### config.mk
export PLATFORM = sky130hd
export DESIGN_NAME = timer_slot_table
export DESIGN_NICKNAME = d
export VERILOG_FILES = /design/src/tst_pkg.sv /design/src/tst_ram.sv /design/src/tst_ctrl.sv /design/src/tst_dp.sv /design/src/timer_slot_table.sv
export VERILOG_INCLUDE_DIRS = /design/src /design/src/src
export SDC_FILE = /design/constraint.sdc
export NUM_CORES = 2
export LEC_CHECK = 0
export BUFFER_PORTS_ARGS = -buffer_cell sky130_fd_sc_hd__buf_2
export CORE_ASPECT_RATIO = 0.5
export CORE_MARGIN = 5
export CORE_UTILIZATION = 40
export DETAILED_ROUTE_END_ITERATION = 8
export PLACE_DENSITY = 0.61
export SLEW_MARGIN = 40
export SYNTH_ARGS = -nofsm -noshare
export SYNTH_HDL_FRONTEND = slang
export SYNTH_SLANG_ARGS = --single-unit
### constraint.sdc
create_clock -name clk -period 7.25 [get_ports clk]
set_input_delay 1.0875 -clock clk [delete_from_list [all_inputs] [get_ports clk]]
set_output_delay 1.0875 -clock clk [all_outputs]
set_load 0.1 [all_outputs]
### src/assert_macros.svh
// ----------------------------------------------------------------------------
// Assertion macros shared by the timer slot table modules
// Both macros sample on clk and are disabled while rst_n is low.
// ----------------------------------------------------------------------------
`ifndef ASSERT_MACROS_SVH
`define ASSERT_MACROS_SVH

// Check that an expression holds at every clock edge
`define TST_ASSERT(lbl, expr, msg) \
    lbl: assert property (@(posedge clk) disable iff (!rst_n) (expr)) else $error(msg);

// Check that a consequent holds in the same cycle as its antecedent
`define TST_ASSERT_IMPL(lbl, ante, cons, msg) \
    lbl: assert property (@(posedge clk) disable iff (!rst_n) (ante) |-> (cons)) \
        else $error(msg);

`endif

### src/tst_pkg.sv
// ----------------------------------------------------------------------------
// tst_pkg
// Codes, constants and controller/datapath interface types of the timer
// slot table.
// ----------------------------------------------------------------------------
package tst_pkg;

    // Command codes (codes above CMD_SCAN are rejected)
    localparam logic [2:0] CMD_START   = 3'd0;
    localparam logic [2:0] CMD_ARM     = 3'd1;
    localparam logic [2:0] CMD_DISARM  = 3'd2;
    localparam logic [2:0] CMD_RELEASE = 3'd3;
    localparam logic [2:0] CMD_SCAN    = 3'd4;

    // Result kinds
    localparam logic [1:0] KIND_ANSWER  = 2'd0;
    localparam logic [1:0] KIND_FIRE    = 2'd1;
    localparam logic [1:0] KIND_SUMMARY = 2'd2;

    // Result status
    localparam logic [1:0] ST_OK   = 2'd0;
    localparam logic [1:0] ST_BAD  = 2'd1;
    localparam logic [1:0] ST_FULL = 2'd2;

    localparam logic [9:0]  MS_PER_S  = 10'd1000;
    localparam logic [25:0] REM_MAX   = 26'd65535000;
    localparam int          MAX_FIRES = 32;
    localparam int          FIRE_W    = 6;

    // Controller to datapath commands
    typedef struct packed {
        logic       capture;
        logic       set_status;
        logic [1:0] status;
        logic       stack_read;
        logic       alloc;
        logic       owner_read;
        logic       apply;
        logic       scan_init;
        logic       scan_read;
        logic       scan_sub;
        logic       scan_upd;
        logic       load_answer;
        logic       load_fire;
        logic       load_summary;
    } ctl_t;

    // Datapath to controller status
    typedef struct packed {
        logic [2:0] cmd;
        logic       uid_zero;
        logic       slot_bad;
        logic       stack_empty;
        logic       owner_match;
        logic       fire;
        logic       fires_full;
        logic       scan_last;
        logic       out_free;
    } stat_t;

endpackage

### src/tst_ram.sv
// ----------------------------------------------------------------------------
// tst_ram
// Generic single write port, single read port RAM with registered read.
// ----------------------------------------------------------------------------
module tst_ram #(
    parameter int WIDTH = 8,
    parameter int DEPTH = 32
) (
    input  logic                     clk,
    input  logic                     we,
    input  logic [$clog2(DEPTH)-1:0] waddr,
    input  logic [WIDTH-1:0]         wdata,
    input  logic                     re,
    input  logic [$clog2(DEPTH)-1:0] raddr,
    output logic [WIDTH-1:0]         rdata
);

    logic [WIDTH-1:0] mem [DEPTH];

    always_ff @(posedge clk)
    begin
        if (we)
        begin
            mem[waddr] <= wdata;
        end
        if (re)
        begin
            rdata <= mem[raddr];
        end
    end

endmodule

### src/tst_ctrl.sv
// ----------------------------------------------------------------------------
// tst_ctrl
// Command sequencer of the timer slot table: decodes each transaction,
// steps the table lookups and walks the slots during a scan.
// ----------------------------------------------------------------------------
`include "assert_macros.svh"

module tst_ctrl (
    input  logic           clk,
    input  logic           rst_n,
    input  logic           s_tvalid,
    output logic           s_tready,
    input  tst_pkg::stat_t stat,
    output tst_pkg::ctl_t  ctl
);

    import tst_pkg::*;

    typedef enum logic [8:0] {
        S_IDLE     = 9'b000000001,
        S_DECODE   = 9'b000000010,
        S_STACK    = 9'b000000100,
        S_OWNER    = 9'b000001000,
        S_ANSWER   = 9'b000010000,
        S_SCAN_RD  = 9'b000100000,
        S_SCAN_SUB = 9'b001000000,
        S_SCAN_UPD = 9'b010000000,
        S_SUMMARY  = 9'b100000000
    } state_t;

    state_t state_reg;
    state_t state_next;

    always_ff @(posedge clk or negedge rst_n)
    begin
        if (!rst_n)
        begin
            state_reg <= S_IDLE;
        end
        else
        begin
            state_reg <= state_next;
        end
    end

    assign s_tready = (state_reg == S_IDLE);

    always_comb
    begin
        state_next = state_reg;
        ctl        = '0;
        unique case (state_reg)
            S_IDLE:
            begin
                if (s_tvalid)
                begin
                    ctl.capture = 1'b1;
                    state_next  = S_DECODE;
                end
            end
            S_DECODE:
            begin
                priority if (stat.cmd == CMD_START)
                begin
                    if (stat.uid_zero)
                    begin
                        ctl.set_status = 1'b1;
                        ctl.status     = ST_BAD;
                        state_next     = S_ANSWER;
                    end
                    else if (stat.stack_empty)
                    begin
                        ctl.set_status = 1'b1;
                        ctl.status     = ST_FULL;
                        state_next     = S_ANSWER;
                    end
                    else
                    begin
                        ctl.stack_read = 1'b1;
                        state_next     = S_STACK;
                    end
                end
                else if (stat.cmd == CMD_ARM || stat.cmd == CMD_DISARM
                         || stat.cmd == CMD_RELEASE)
                begin
                    if (stat.uid_zero || stat.slot_bad)
                    begin
                        ctl.set_status = 1'b1;
                        ctl.status     = ST_BAD;
                        state_next     = S_ANSWER;
                    end
                    else
                    begin
                        ctl.owner_read = 1'b1;
                        state_next     = S_OWNER;
                    end
                end
                else if (stat.cmd == CMD_SCAN)
                begin
                    ctl.scan_init = 1'b1;
                    state_next    = S_SCAN_RD;
                end
                else
                begin
                    ctl.set_status = 1'b1;
                    ctl.status     = ST_BAD;
                    state_next     = S_ANSWER;
                end
            end
            S_STACK:
            begin
                ctl.alloc      = 1'b1;
                ctl.set_status = 1'b1;
                ctl.status     = ST_OK;
                state_next     = S_ANSWER;
            end
            S_OWNER:
            begin
                ctl.set_status = 1'b1;
                ctl.status     = stat.owner_match ? ST_OK : ST_BAD;
                ctl.apply      = stat.owner_match;
                state_next     = S_ANSWER;
            end
            S_ANSWER:
            begin
                if (stat.out_free)
                begin
                    ctl.load_answer = 1'b1;
                    state_next      = S_IDLE;
                end
            end
            S_SCAN_RD:
            begin
                ctl.scan_read = 1'b1;
                state_next    = S_SCAN_SUB;
            end
            S_SCAN_SUB:
            begin
                ctl.scan_sub = 1'b1;
                state_next   = S_SCAN_UPD;
            end
            S_SCAN_UPD:
            begin
                // hold while a fire waits for the output register
                if (!(stat.fire && !stat.fires_full && !stat.out_free))
                begin
                    ctl.scan_upd  = 1'b1;
                    ctl.load_fire = stat.fire && !stat.fires_full;
                    state_next    = stat.scan_last ? S_SUMMARY : S_SCAN_RD;
                end
            end
            S_SUMMARY:
            begin
                if (stat.out_free)
                begin
                    ctl.load_summary = 1'b1;
                    state_next       = S_IDLE;
                end
            end
            default:
            begin
                state_next = S_IDLE;
            end
        endcase
    end

    `TST_ASSERT_IMPL(a_load_when_free,
        ctl.load_answer || ctl.load_fire || ctl.load_summary, stat.out_free,
        "result loaded while output register is occupied")
    `TST_ASSERT(a_single_load,
        $countones({ctl.load_answer, ctl.load_fire, ctl.load_summary}) <= 1,
        "more than one result loaded in a cycle")
    `TST_ASSERT_IMPL(a_capture_only_idle, ctl.capture, s_tready && s_tvalid,
        "capture outside an accepted transaction")

endmodule

### src/tst_dp.sv
// ----------------------------------------------------------------------------
// tst_dp
// Datapath of the timer slot table: owner, deadline and free-slot memories,
// deadline arithmetic, scan minimum tracking and the output register.
// ----------------------------------------------------------------------------
`include "assert_macros.svh"

module tst_dp #(
    parameter int SLOTS = 32
) (
    input  logic           clk,
    input  logic           rst_n,
    input  logic [103:0]   s_tdata,
    input  logic [2:0]     s_tuser,
    output logic [71:0]    m_tdata,
    output logic [1:0]     m_tuser,
    output logic           m_tlast,
    output logic           m_tvalid,
    input  logic           m_tready,
    input  tst_pkg::ctl_t  ctl,
    output tst_pkg::stat_t stat
);

    import tst_pkg::*;

    localparam int IDX_W = $clog2(SLOTS);
    localparam int CNT_W = $clog2(SLOTS + 1);

    // Captured transaction
    logic [2:0]       cmd_reg;
    logic [4:0]       slot_reg;
    logic [30:0]      uid_reg;
    logic [47:0]      now_reg;
    logic [25:0]      prod_reg;
    logic [1:0]       status_reg;
    logic [4:0]       ans_slot_reg;

    // Table bookkeeping
    logic [CNT_W-1:0] free_cnt_reg;
    logic [SLOTS-1:0] own_vld_reg;
    logic [SLOTS-1:0] dl_vld_reg;
    logic [SLOTS-1:0] stk_vld_reg;
    logic             own_rvld_reg;
    logic             dl_rvld_reg;
    logic             stk_rvld_reg;
    logic [IDX_W-1:0] stk_raddr_reg;

    // Scan state
    logic [IDX_W-1:0]  scan_idx_reg;
    logic [FIRE_W-1:0] fire_cnt_reg;
    logic              fire_reg;
    logic              pend_reg;
    logic [47:0]       diff_reg;
    logic [30:0]       scan_owner_reg;
    logic              have_reg;
    logic [4:0]        best_slot_reg;
    logic [30:0]       best_owner_reg;
    logic [25:0]       best_rem_reg;

    // Output register
    logic        out_valid_reg;
    logic [1:0]  out_kind_reg;
    logic [1:0]  out_status_reg;
    logic [4:0]  out_slot_reg;
    logic [30:0] out_owner_reg;
    logic [25:0] out_rem_reg;
    logic        out_found_reg;
    logic        out_last_reg;

    // Memory ports
    logic             own_we;
    logic [IDX_W-1:0] own_waddr;
    logic [30:0]      own_wdata;
    logic             own_re;
    logic [IDX_W-1:0] own_raddr;
    logic [30:0]      own_rdata;
    logic             dl_we;
    logic [47:0]      dl_wdata;
    logic [47:0]      dl_rdata;
    logic             stk_we;
    logic [IDX_W-1:0] stk_waddr;
    logic [IDX_W-1:0] stk_raddr;
    logic [IDX_W-1:0] stk_rdata;

    logic [IDX_W-1:0] slot_idx;
    logic [IDX_W-1:0] alloc_slot;
    logic [30:0]      owner_val;
    logic [47:0]      dl_val;
    logic [48:0]      arm_sum;
    logic [47:0]      arm_dl;
    logic [48:0]      scan_diff;
    logic             scan_act;
    logic [25:0]      scan_rem;
    logic             better;
    logic             push_ok;

    assign slot_idx   = IDX_W'(slot_reg);
    assign alloc_slot = stk_rvld_reg ? stk_rdata : stk_raddr_reg;
    assign owner_val  = own_rvld_reg ? own_rdata : '0;
    assign dl_val     = dl_rvld_reg ? dl_rdata : '0;
    assign push_ok    = free_cnt_reg < CNT_W'(SLOTS);

    // Arm deadline: now plus timeout, saturating at the top of the time range
    assign arm_sum = {1'b0, now_reg} + {23'b0, prod_reg};
    assign arm_dl  = arm_sum[48] ? '1 : arm_sum[47:0];

    // Borrow out of deadline minus now means the slot has expired
    assign scan_act  = (owner_val != '0) && (dl_val != '0);
    assign scan_diff = {1'b0, dl_val} - {1'b0, now_reg};
    assign scan_rem  = (diff_reg > {22'b0, REM_MAX}) ? REM_MAX : diff_reg[25:0];
    assign better    = pend_reg && (!have_reg || scan_rem < best_rem_reg);

    assign own_we    = ctl.alloc || (ctl.apply && cmd_reg == CMD_RELEASE);
    assign own_waddr = ctl.alloc ? alloc_slot : slot_idx;
    assign own_wdata = ctl.alloc ? uid_reg : '0;
    assign own_re    = ctl.owner_read || ctl.scan_read;
    assign own_raddr = ctl.owner_read ? slot_idx : scan_idx_reg;

    assign dl_we    = ctl.apply;
    assign dl_wdata = (cmd_reg == CMD_ARM) ? arm_dl : '0;

    assign stk_we    = ctl.apply && cmd_reg == CMD_RELEASE && push_ok;
    assign stk_waddr = IDX_W'(free_cnt_reg);
    assign stk_raddr = IDX_W'(free_cnt_reg - CNT_W'(1));

    tst_ram #(
        .WIDTH (31),
        .DEPTH (SLOTS)
    ) u_owner_ram (
        .clk   (clk),
        .we    (own_we),
        .waddr (own_waddr),
        .wdata (own_wdata),
        .re    (own_re),
        .raddr (own_raddr),
        .rdata (own_rdata)
    );

    tst_ram #(
        .WIDTH (48),
        .DEPTH (SLOTS)
    ) u_deadline_ram (
        .clk   (clk),
        .we    (dl_we),
        .waddr (slot_idx),
        .wdata (dl_wdata),
        .re    (ctl.scan_read),
        .raddr (scan_idx_reg),
        .rdata (dl_rdata)
    );

    tst_ram #(
        .WIDTH (IDX_W),
        .DEPTH (SLOTS)
    ) u_stack_ram (
        .clk   (clk),
        .we    (stk_we),
        .waddr (stk_waddr),
        .wdata (slot_idx),
        .re    (ctl.stack_read),
        .raddr (stk_raddr),
        .rdata (stk_rdata)
    );

    // Control state: fill count, per-entry written flags, output valid
    always_ff @(posedge clk or negedge rst_n)
    begin
        if (!rst_n)
        begin
            free_cnt_reg  <= CNT_W'(SLOTS);
            own_vld_reg   <= '0;
            dl_vld_reg    <= '0;
            stk_vld_reg   <= '0;
            out_valid_reg <= 1'b0;
        end
        else
        begin
            if (ctl.alloc)
            begin
                free_cnt_reg <= free_cnt_reg - CNT_W'(1);
            end
            else if (stk_we)
            begin
                free_cnt_reg <= free_cnt_reg + CNT_W'(1);
            end
            if (own_we)
            begin
                own_vld_reg[own_waddr] <= 1'b1;
            end
            if (dl_we)
            begin
                dl_vld_reg[slot_idx] <= 1'b1;
            end
            if (stk_we)
            begin
                stk_vld_reg[stk_waddr] <= 1'b1;
            end
            if (ctl.load_answer || ctl.load_fire || ctl.load_summary)
            begin
                out_valid_reg <= 1'b1;
            end
            else if (m_tready)
            begin
                out_valid_reg <= 1'b0;
            end
        end
    end

    // Payload registers
    always_ff @(posedge clk)
    begin
        if (ctl.capture)
        begin
            cmd_reg      <= s_tuser;
            slot_reg     <= s_tdata[4:0];
            uid_reg      <= s_tdata[35:5];
            now_reg      <= s_tdata[99:52];
            prod_reg     <= 26'(s_tdata[51:36]) * 26'(MS_PER_S);
            ans_slot_reg <= (s_tuser == CMD_START) ? 5'd0 : s_tdata[4:0];
        end
        if (ctl.set_status)
        begin
            status_reg <= ctl.status;
        end
        if (ctl.alloc)
        begin
            ans_slot_reg <= 5'(alloc_slot);
        end
        if (own_re)
        begin
            own_rvld_reg <= own_vld_reg[own_raddr];
        end
        if (ctl.scan_read)
        begin
            dl_rvld_reg <= dl_vld_reg[scan_idx_reg];
        end
        if (ctl.stack_read)
        begin
            stk_rvld_reg  <= stk_vld_reg[stk_raddr];
            stk_raddr_reg <= stk_raddr;
        end
        if (ctl.scan_init)
        begin
            scan_idx_reg <= '0;
            fire_cnt_reg <= '0;
            have_reg     <= 1'b0;
        end
        if (ctl.scan_sub)
        begin
            fire_reg       <= scan_act && scan_diff[48];
            pend_reg       <= scan_act && !scan_diff[48];
            diff_reg       <= scan_diff[47:0];
            scan_owner_reg <= owner_val;
        end
        if (ctl.scan_upd)
        begin
            scan_idx_reg <= scan_idx_reg + IDX_W'(1);
            if (better)
            begin
                have_reg       <= 1'b1;
                best_slot_reg  <= 5'(scan_idx_reg);
                best_owner_reg <= scan_owner_reg;
                best_rem_reg   <= scan_rem;
            end
        end
        if (ctl.load_fire)
        begin
            fire_cnt_reg <= fire_cnt_reg + FIRE_W'(1);
        end

        priority if (ctl.load_answer)
        begin
            out_kind_reg   <= KIND_ANSWER;
            out_status_reg <= status_reg;
            out_slot_reg   <= ans_slot_reg;
            out_owner_reg  <= uid_reg;
            out_rem_reg    <= '0;
            out_found_reg  <= 1'b0;
            out_last_reg   <= 1'b1;
        end
        else if (ctl.load_fire)
        begin
            out_kind_reg   <= KIND_FIRE;
            out_status_reg <= ST_OK;
            out_slot_reg   <= 5'(scan_idx_reg);
            out_owner_reg  <= scan_owner_reg;
            out_rem_reg    <= '0;
            out_found_reg  <= 1'b0;
            out_last_reg   <= 1'b0;
        end
        else if (ctl.load_summary)
        begin
            out_kind_reg   <= KIND_SUMMARY;
            out_status_reg <= ST_OK;
            out_slot_reg   <= have_reg ? best_slot_reg : 5'd0;
            out_owner_reg  <= have_reg ? best_owner_reg : '0;
            out_rem_reg    <= have_reg ? best_rem_reg : '0;
            out_found_reg  <= have_reg;
            out_last_reg   <= 1'b1;
        end
        else
        begin
            // hold
        end
    end

    assign stat.cmd         = cmd_reg;
    assign stat.uid_zero    = (uid_reg == '0);
    assign stat.slot_bad    = ({27'b0, slot_reg} >= 32'(SLOTS));
    assign stat.stack_empty = (free_cnt_reg == '0);
    assign stat.owner_match = (owner_val == uid_reg);
    assign stat.fire        = fire_reg;
    assign stat.fires_full  = (fire_cnt_reg == FIRE_W'(MAX_FIRES));
    assign stat.scan_last   = (scan_idx_reg == IDX_W'(SLOTS - 1));
    assign stat.out_free    = !out_valid_reg || m_tready;

    assign m_tvalid = out_valid_reg;
    assign m_tuser  = out_kind_reg;
    assign m_tlast  = out_last_reg;
    assign m_tdata  = {7'b0, out_found_reg, out_rem_reg, out_owner_reg,
                       out_slot_reg, out_status_reg};

    `TST_ASSERT(a_cnt_range, free_cnt_reg <= CNT_W'(SLOTS),
        "free slot count above table size")
    `TST_ASSERT_IMPL(a_alloc_nonempty, ctl.alloc, free_cnt_reg != '0,
        "slot allocated from an empty free stack")
    `TST_ASSERT_IMPL(a_fire_not_last, out_valid_reg && out_kind_reg == KIND_FIRE,
        !out_last_reg && out_status_reg == ST_OK,
        "fire result marked last or with error status")
    `TST_ASSERT_IMPL(a_fire_cap, ctl.load_fire,
        fire_cnt_reg < FIRE_W'(MAX_FIRES),
        "fire reported beyond the per-scan limit")

endmodule

### src/timer_slot_table.sv
// ----------------------------------------------------------------------------
// timer_slot_table
// Table of timer slots with owner ids and deadlines, a LIFO free-slot stack
// and a scan that reports expired slots and the nearest pending deadline.
// ----------------------------------------------------------------------------
//  Channel   Direction  Contents
//  s_axis    in         tuser: cmd; tdata: slot, user_id, seconds, now_ms
//  m_axis    out        tuser: kind; tdata: status, slot_out, owner_out,
//                       remaining_ms, found; tlast: last
//
//  A command goes from accept through decode and a registered read of the
//  owner or free-stack memory to its result; one that is rejected before
//  any read (zero owner, slot out of range, full table, unknown code) skips the read.
//  A scan visits the slots in turn with one memory read, one subtract and one
//  compare stage per slot, and holds while a result waits on a stalled output.
//  Reset is immediate: per-entry written flags stand in for cleared memories.
// ----------------------------------------------------------------------------
module timer_slot_table #(
    parameter int SLOTS = 32
) (
    input  logic         clk,
    input  logic         rst_n,
    input  logic         s_tvalid,
    output logic         s_tready,
    input  logic [103:0] s_tdata,   // slot, user_id, seconds, now_ms, pad
    input  logic [2:0]   s_tuser,   // cmd
    output logic         m_tvalid,
    input  logic         m_tready,
    output logic [71:0]  m_tdata,   // status, slot_out, owner_out, remaining_ms, found, pad
    output logic [1:0]   m_tuser,   // kind
    output logic         m_tlast
);

    import tst_pkg::*;

    ctl_t  ctl;
    stat_t stat;

    tst_ctrl u_ctrl (
        .clk      (clk),
        .rst_n    (rst_n),
        .s_tvalid (s_tvalid),
        .s_tready (s_tready),
        .stat     (stat),
        .ctl      (ctl)
    );

    tst_dp #(
        .SLOTS (SLOTS)
    ) u_dp (
        .clk      (clk),
        .rst_n    (rst_n),
        .s_tdata  (s_tdata),
        .s_tuser  (s_tuser),
        .m_tdata  (m_tdata),
        .m_tuser  (m_tuser),
        .m_tlast  (m_tlast),
        .m_tvalid (m_tvalid),
        .m_tready (m_tready),
        .ctl      (ctl),
        .stat     (stat)
    );

endmodule
# [Word-level counts from Yosys, hierarchy flattened]
# Memory sizes are Yosys's and may differ from the RTL's. A register that Yosys moved wholly into a read port is not among the register bits.
# Index checks and enable logic that the tools add are counted.
# Widths: inputs -> output; s select.
[word_totals] regBits=460 elab_cells=222 output_inout_bits=77 ram_bits=2688 inputBits=111 n_memories=3
[op_classes] eq_ne=19 bitwise=3 mux=101 addsub=6 reduce_logical=42 multipliers=1 order_cmp=12
[mem_list] memory="u_dp.u_deadline_ram.mem" depth=32 width=48 rd=1 rd_ports_with_merged_regs=1 wr=1 line_no="tst_ram.sv:18" rtl="logic [WIDTH-1:0] mem [DEPTH];"
[mem_list] memory="u_dp.u_owner_ram.mem" depth=32 width=31 rd=1 rd_ports_with_merged_regs=1 wr=1 line_no="tst_ram.sv:18"
[mem_list] memory="u_dp.u_stack_ram.mem" depth=32 width=5 rd=1 rd_ports_with_merged_regs=1 wr=1 line_no="tst_ram.sv:18"
[ops] operator="$mux 31" count=6
[ops] operator="$mux 48" count=3
[ops] operator="$or 32x32->32" count=3
[ops] operator="$mux 5" count=15
[ops] operator="$pmux 9 s7" count=1
[ops] operator="$mux 26" count=2
[ops] operator="$add 48x26->49" count=1
[ops] operator="$sub 48x48->49" count=1
[ops] operator="$gt 48x26->1 const B" count=1
[ops] operator="$reduce_bool 48->1" count=1
[ops] operator="$mux 1" count=47
[ops] operator="$mux 9" count=5
[ops] operator="$lt 5x6->1 const B" count=6
[ops] operator="$mux 6" count=6
[ops] operator="$eq 31x31->1" count=1
[ops] operator="$logic_not 31->1" count=1
[ops] operator="$reduce_bool 31->1" count=1
[ops] operator="$lt 26x26->1" count=1
[ops] operator="$mul 16x7->23 const B" count=1
[ops] operator="$mux 3" count=6
[ops] operator="$bmux 1 s5" count=3
[ops] operator="$demux 1 s5" count=3
[ops] operator="$ge 5x1->1 const B" count=3
[ops] operator="$add 6x1->6 const B" count=2
[ops] operator="other kinds (31)" count=64

# [Depth between registers and ports, before layout]
[logic_depth] ltp_word=9 mapped_depth=18

# [Hierarchy]
# A second synthesis with hierarchy kept.
[unflattened] hier_cells=8268 area_unflattened_um2=133954.7
[modules_own_cells] module="tst_ram at u_dp.u_deadline_ram" cells_each=3364 n_inst=1 area_each_um2=61203.7
[modules_own_cells] module="tst_ram at u_dp.u_owner_ram" cells_each=2192 n_inst=1 area_each_um2=39474.1
[modules_own_cells] module="tst_dp" cells_each=2346 n_inst=1 area_each_um2=26146.3
[modules_own_cells] module="tst_ram at u_dp.u_stack_ram" cells_each=277 n_inst=1 area_each_um2=6394.9
[modules_own_cells] module="tst_ctrl" cells_each=89 n_inst=1 area_each_um2=735.7

# [Worst setup path after synthesis]
# OpenSTA, ideal clock, no wires.
[synth_timing] path_kind="flip-flop to flip-flop" start="register u_dp.diff_reg[8]" end="register u_dp.best_owner_reg[0], enable pin" arrival_time_ps=6260 setup_time_ps=502 t_required_ps=6748 path_stages_with_launch=18 period_less_slack_ps=6762 path_slack_ps=488 path_cell_list="edfxtp_1 or4_1 nor4_1 a211o_1 o21ai_0 clkbuf_1 or2_2 ha_1 a21o_1 a21o_1 a21o_1 a21oi_1 nor2b_1 o21ai_0 a21oi_1 a21oi_1 nand2_1 a21oi_1"
[synth_via] elab_chain_cells=6
[synth_rtl] item="from (decl)" line_no="tst_dp.sv:53" rtl="logic [47:0] diff_reg;"
[synth_rtl] item="from (signal assigned)" line_no="tst_dp.sv:252" rtl="diff_reg <= scan_diff[47:0];"
[synth_rtl] item="$gt 48x26->1" line_no="tst_dp.sv:110" rtl="assign scan_rem = (diff_reg > {22'b0, REM_MAX}) ? REM_MAX : diff_reg[25:0];"
[synth_rtl] item="$mux 26" line_no="tst_dp.sv:110"
[synth_rtl] item="via u_dp.scan_rem[11]" line_no="tst_dp.sv:93" rtl="logic [25:0] scan_rem;"
[synth_rtl] item="$lt 26x26->1" line_no="tst_dp.sv:111" rtl="assign better = pend_reg && (!have_reg || scan_rem < best_rem_reg);"
[synth_rtl] item="$logic_or 1x1->1" line_no="tst_dp.sv:111"
[synth_rtl] item="$logic_and 1x1->1" line_no="tst_dp.sv:111"
[synth_rtl] item="$reduce_and 2->1 (no line)"
[synth_rtl] item="to (signal assigned)" line_no="tst_dp.sv:262" rtl="best_owner_reg <= scan_owner_reg;"
[synth_rtl] item="to (decl)" line_no="tst_dp.sv:57" rtl="logic [30:0] best_owner_reg;"
# The timed path passes the listed nets, and every way through them passes these cells.
# A chain may end at the register's enable or synchronous reset.

# [Final worst setup path]
[layout_timing] start="register u_dp.uid_reg[5]" end="register u_dp.u_owner_ram.rdata[4], read port of u_dp.u_owner_ram.mem (data pin)"
[layout_via] elab_chain_cells=6
[layout_rtl] item="from (decl)" line_no="tst_dp.sv:32" rtl="logic [30:0] uid_reg;"
[layout_rtl] item="from (signal assigned)" line_no="tst_dp.sv:216" rtl="uid_reg <= s_tdata[35:5];"
[layout_rtl] item="$logic_not 31->1 (*)" line_no="tst_dp.sv:308" rtl="assign stat.uid_zero = (uid_reg == '0);"
[layout_rtl] item="$mux 1 (*)" line_no="tst_ctrl.sv:86" rtl="if (stat.uid_zero || stat.slot_bad)"
[layout_rtl] item="$mux 1 (*)" line_no="tst_ctrl.sv:83" rtl="else if (stat.cmd == CMD_ARM || stat.cmd == CMD_DISARM"
[layout_rtl] item="$mux 1 (*)" line_no="tst_ctrl.sv:63" rtl="priority if (stat.cmd == CMD_START)"
[layout_rtl] item="$mux 1 (*)" line_no="tst_ctrl.sv:52" rtl="unique case (state_reg)"
[layout_rtl] item="$mux 5 or $logic_or 1x1->1 (tied branches)" line_no="tst_dp.sv:117, tst_dp.sv:116"
[layout_rtl] item="to (decl)" line_no="tst_ram.sv:15" rtl="output logic [WIDTH-1:0] rdata"
# Mark *: on every way between the ends. The rest lies on a longest branch, timed or not.

==> flow_summary.ini <==
[floorplanning]
ios = 188
coreArea_um2 = 326000
die_area_um2 = 340000
start_util_pct = 40.2
rows = 148
die-height_um = 415
die_x_um = 820

[global_route]
antenna_found_initial = 14
grt_max_degree = 125
grt_pass1_vias = 67418
grt_overflow = 0
grt_pass1_wl_mm = 490
gr-usage-all-layers_pct = 19.7

[drt]
drc = 0
vias_per_cell = 5.71
wl_mm = 341
detail_route.wl_per_cell_um = 28.7
drtIter0Drc = 7491
drtPass1Iterations = 5
ant_nets = 0
vias = 67711

[sta]
setup_viol = 0
drv_slew = 0
slew_headroom_pct = 42.5
finalClockSkew_ns = 0.0580
rsz0062_at_grt = no
finalHoldViolations = 0
tightest_slew_ns = 0.859
fin_setup_tns_ns = 0
max_freq_ghz = 0.180
finalCritPeriodShare_pct = 76.8
min_period_ns = 5.57

[worst_setup_path]
critPathArrivalTime_ns = 6.15
crit_path_max_incr_delay_ns = 0.69
cp_max_fo = 57
path_depth = 11
crit_family = simple AND/OR/NAND/NOR gates
cp-end-kind = flip-flop
slowest_stage = mux2_8
path_buf_inv = 2
crit_path_start_kind = flip-flop
reg2reg_from = u_dp.uid_reg[5]
ff2ff_path_depth = 11
criticalPathCategory = reg -> reg
reg2reg_to = u_dp.u_owner_ram.rdata[4]
crit_chain = nor4_1, nand4_1, o21bai_1, or3_2, mux2_8, buf_12, buf_4, mux4_2, nand2_1, a32o_1, a211oi_1
r2r_setup_slack_ns = 1.68
required_ns = 7.83

[clock_network]
clockBufferDepth = 4
root_buffer = clkbuf_16
cts-buffers-inserted = 303
cts_resized = 0
cts_tree = yes
clkLatencyLatePin_ns = 0.86
htreeDepth = 5
cts_hold_buf = 0
clk_pin_slew_worst_paths_ns = 0.06
cts_setup_buffers = 0
clock_sinks = 3232

[pwr]
power_mw = 42.4
powerDensity_nw_per_um2 = 282
irDropWorstVdd_mv = 0.188
leakage_nw = 47.5

[placement]
io_buffers = 176
numPlacedInstances = 11312
post-dp-hpwl_mm = 209
place.gp.congestion = 0.839

[final_layout]
drive_above_1_share_pct = 26.5
final_cells = 11865
largest_reg_flops = 1536
fin_util_pct = 46.0
max_flop_register = u_dp.u_deadline_ram.mem
syn2layout_area_growth_pct = 14.4
finalNetCount = 7603
reg_top3 = u_dp.u_deadline_ram.mem x1536, u_dp.u_owner_ram.mem x992, u_dp.u_stack_ram.mem x160

[synthesis]
yosys.cell_count.top_type = edfxtp_1
ys_async_sr_fraction_pct = 3.47
yosysUniqueCellTypes = 75
ys_seq_elements = 3232
syn_inst = 6816
synth_area_um2 = 131000
syn_area_per_cell_um2 = 19.2
yosys.area.top_type = edfxtp_1
synth-edff-count = 3089
yosysTopAreaCellShare_pct = 70.7
ys_top_cells_by_count = 3089 x edfxtp_1, 763 x mux4_2, 354 x nand2_1
ys.flop_type = edfxtp_1
synth_area_leaders = edfxtp_1 71%, mux4_2 13%, dfrtp_1 2.1%
ys_warn_count = 0
yosysSeqAreaShare_pct = 73.4

[outcome]
status = complete, no violations

[flow_run]
maxCapViolations = 0

[hold_path]
hold_class = in -> async
worst max-delay path by stage:
stage                startpoint                          to  slack [ns]
5_1_grt         u_dp.uid_reg[5]   u_dp.u_owner_ram.rdata[9]        1.59
6_report        u_dp.uid_reg[5]   u_dp.u_owner_ram.rdata[4]        1.68
4_1_cts         u_dp.uid_reg[5]  u_dp.u_owner_ram.rdata[23]        1.51
2_1_floorplan  u_dp.diff_reg[8]      u_dp.best_owner_reg[0]        0.49
3_3_place_gp        s_tdata[36]           u_dp.prod_reg[24]        1.21
3_5_place_dp        s_tdata[36]           u_dp.prod_reg[24]        1.21
per-layer routing:
metal | global-route usage [%] | share of wire, % | vias to the layer above
met3 | 2.57 | 6.3 | 521
met4 | 5.78 | 3.2 | 0
li1 | - | - | 28401
met2 | 32.2 | 49 | 2659
met1 | 27.8 | 42 | 36130
met5 | 0 | 0 | -
cell families (layout without fill, tap and decap cells):
kind of cell    count (synthesis)  after routing  share of synthesized area [%]
flops                        3232           3232                           73.4
simple gates                 1202           1202                           4.55
mux                           896            896                           14.2
compound gates                628            628                           3.12
buf+inv                       523           1210                           1.62
fa+ha+maj                     213            213                           2.35
xor+xnor                      121            121                          0.808
other cells                     1             13                        0.00286
area by class of cell:
class                      instances  area [µm²]
tap                             4350        5440
multi-input combinational       3067       33900
clock inverter                   134        1140
inverter                         213         800
clock buffer                     401        8260
sequential                      3232       96200
fill                           27337      176000
timing repair buffer             462        4280
antenna                            6        15.0
cell usage in the layout (no fill, tap or decap), types with 109 or more instances in the layout:
cell type / Yosys / routed
nand2_1: 354 / 354
buf_4: 13 / 180
nor2_1: 261 / 210
or2_2: 119 / 119
mux4_2: 763 / 763
edfxtp_1: 3089 / 3089
ha_1: 157 / 156
a21oi_1: 166 / 132
dfrtp_1: 110 / 109
buf_2: 22 / 178
clkbuf_16: 0 / 313
inv_1: 213 / 212
power breakdown:
group | internal (mW) | switching, mW | leakage (nW) | total [mW]
Clock | 8.65 | 6.84 | 4.60 | 15.5
Sequential | 21.2 | 0.308 | 27.2 | 21.5
Combinational | 1.82 | 3.57 | 15.7 | 5.39
Total | 31.7 | 10.7 | 47.5 | 42.4
stage by stage:
| stage | hold WS [ns] | setup WS (ns) | cell area (µm²) |
|---|---|---|---|
| 3_3_place_gp | 0.427 | 1.21 | 139000 |
| 6_report | 0.197 | 1.68 | 150000 |
| 3_5_place_dp | 0.434 | 1.21 | 140000 |
| 4_1_cts | 0.273 | 1.51 | 150000 |
| 2_1_floorplan | 0.424 | 0.488 | 131000 |
| 5_1_grt | 0.205 | 1.59 | 150000 |
Note: power is estimated with default switching activity, not from simulation.
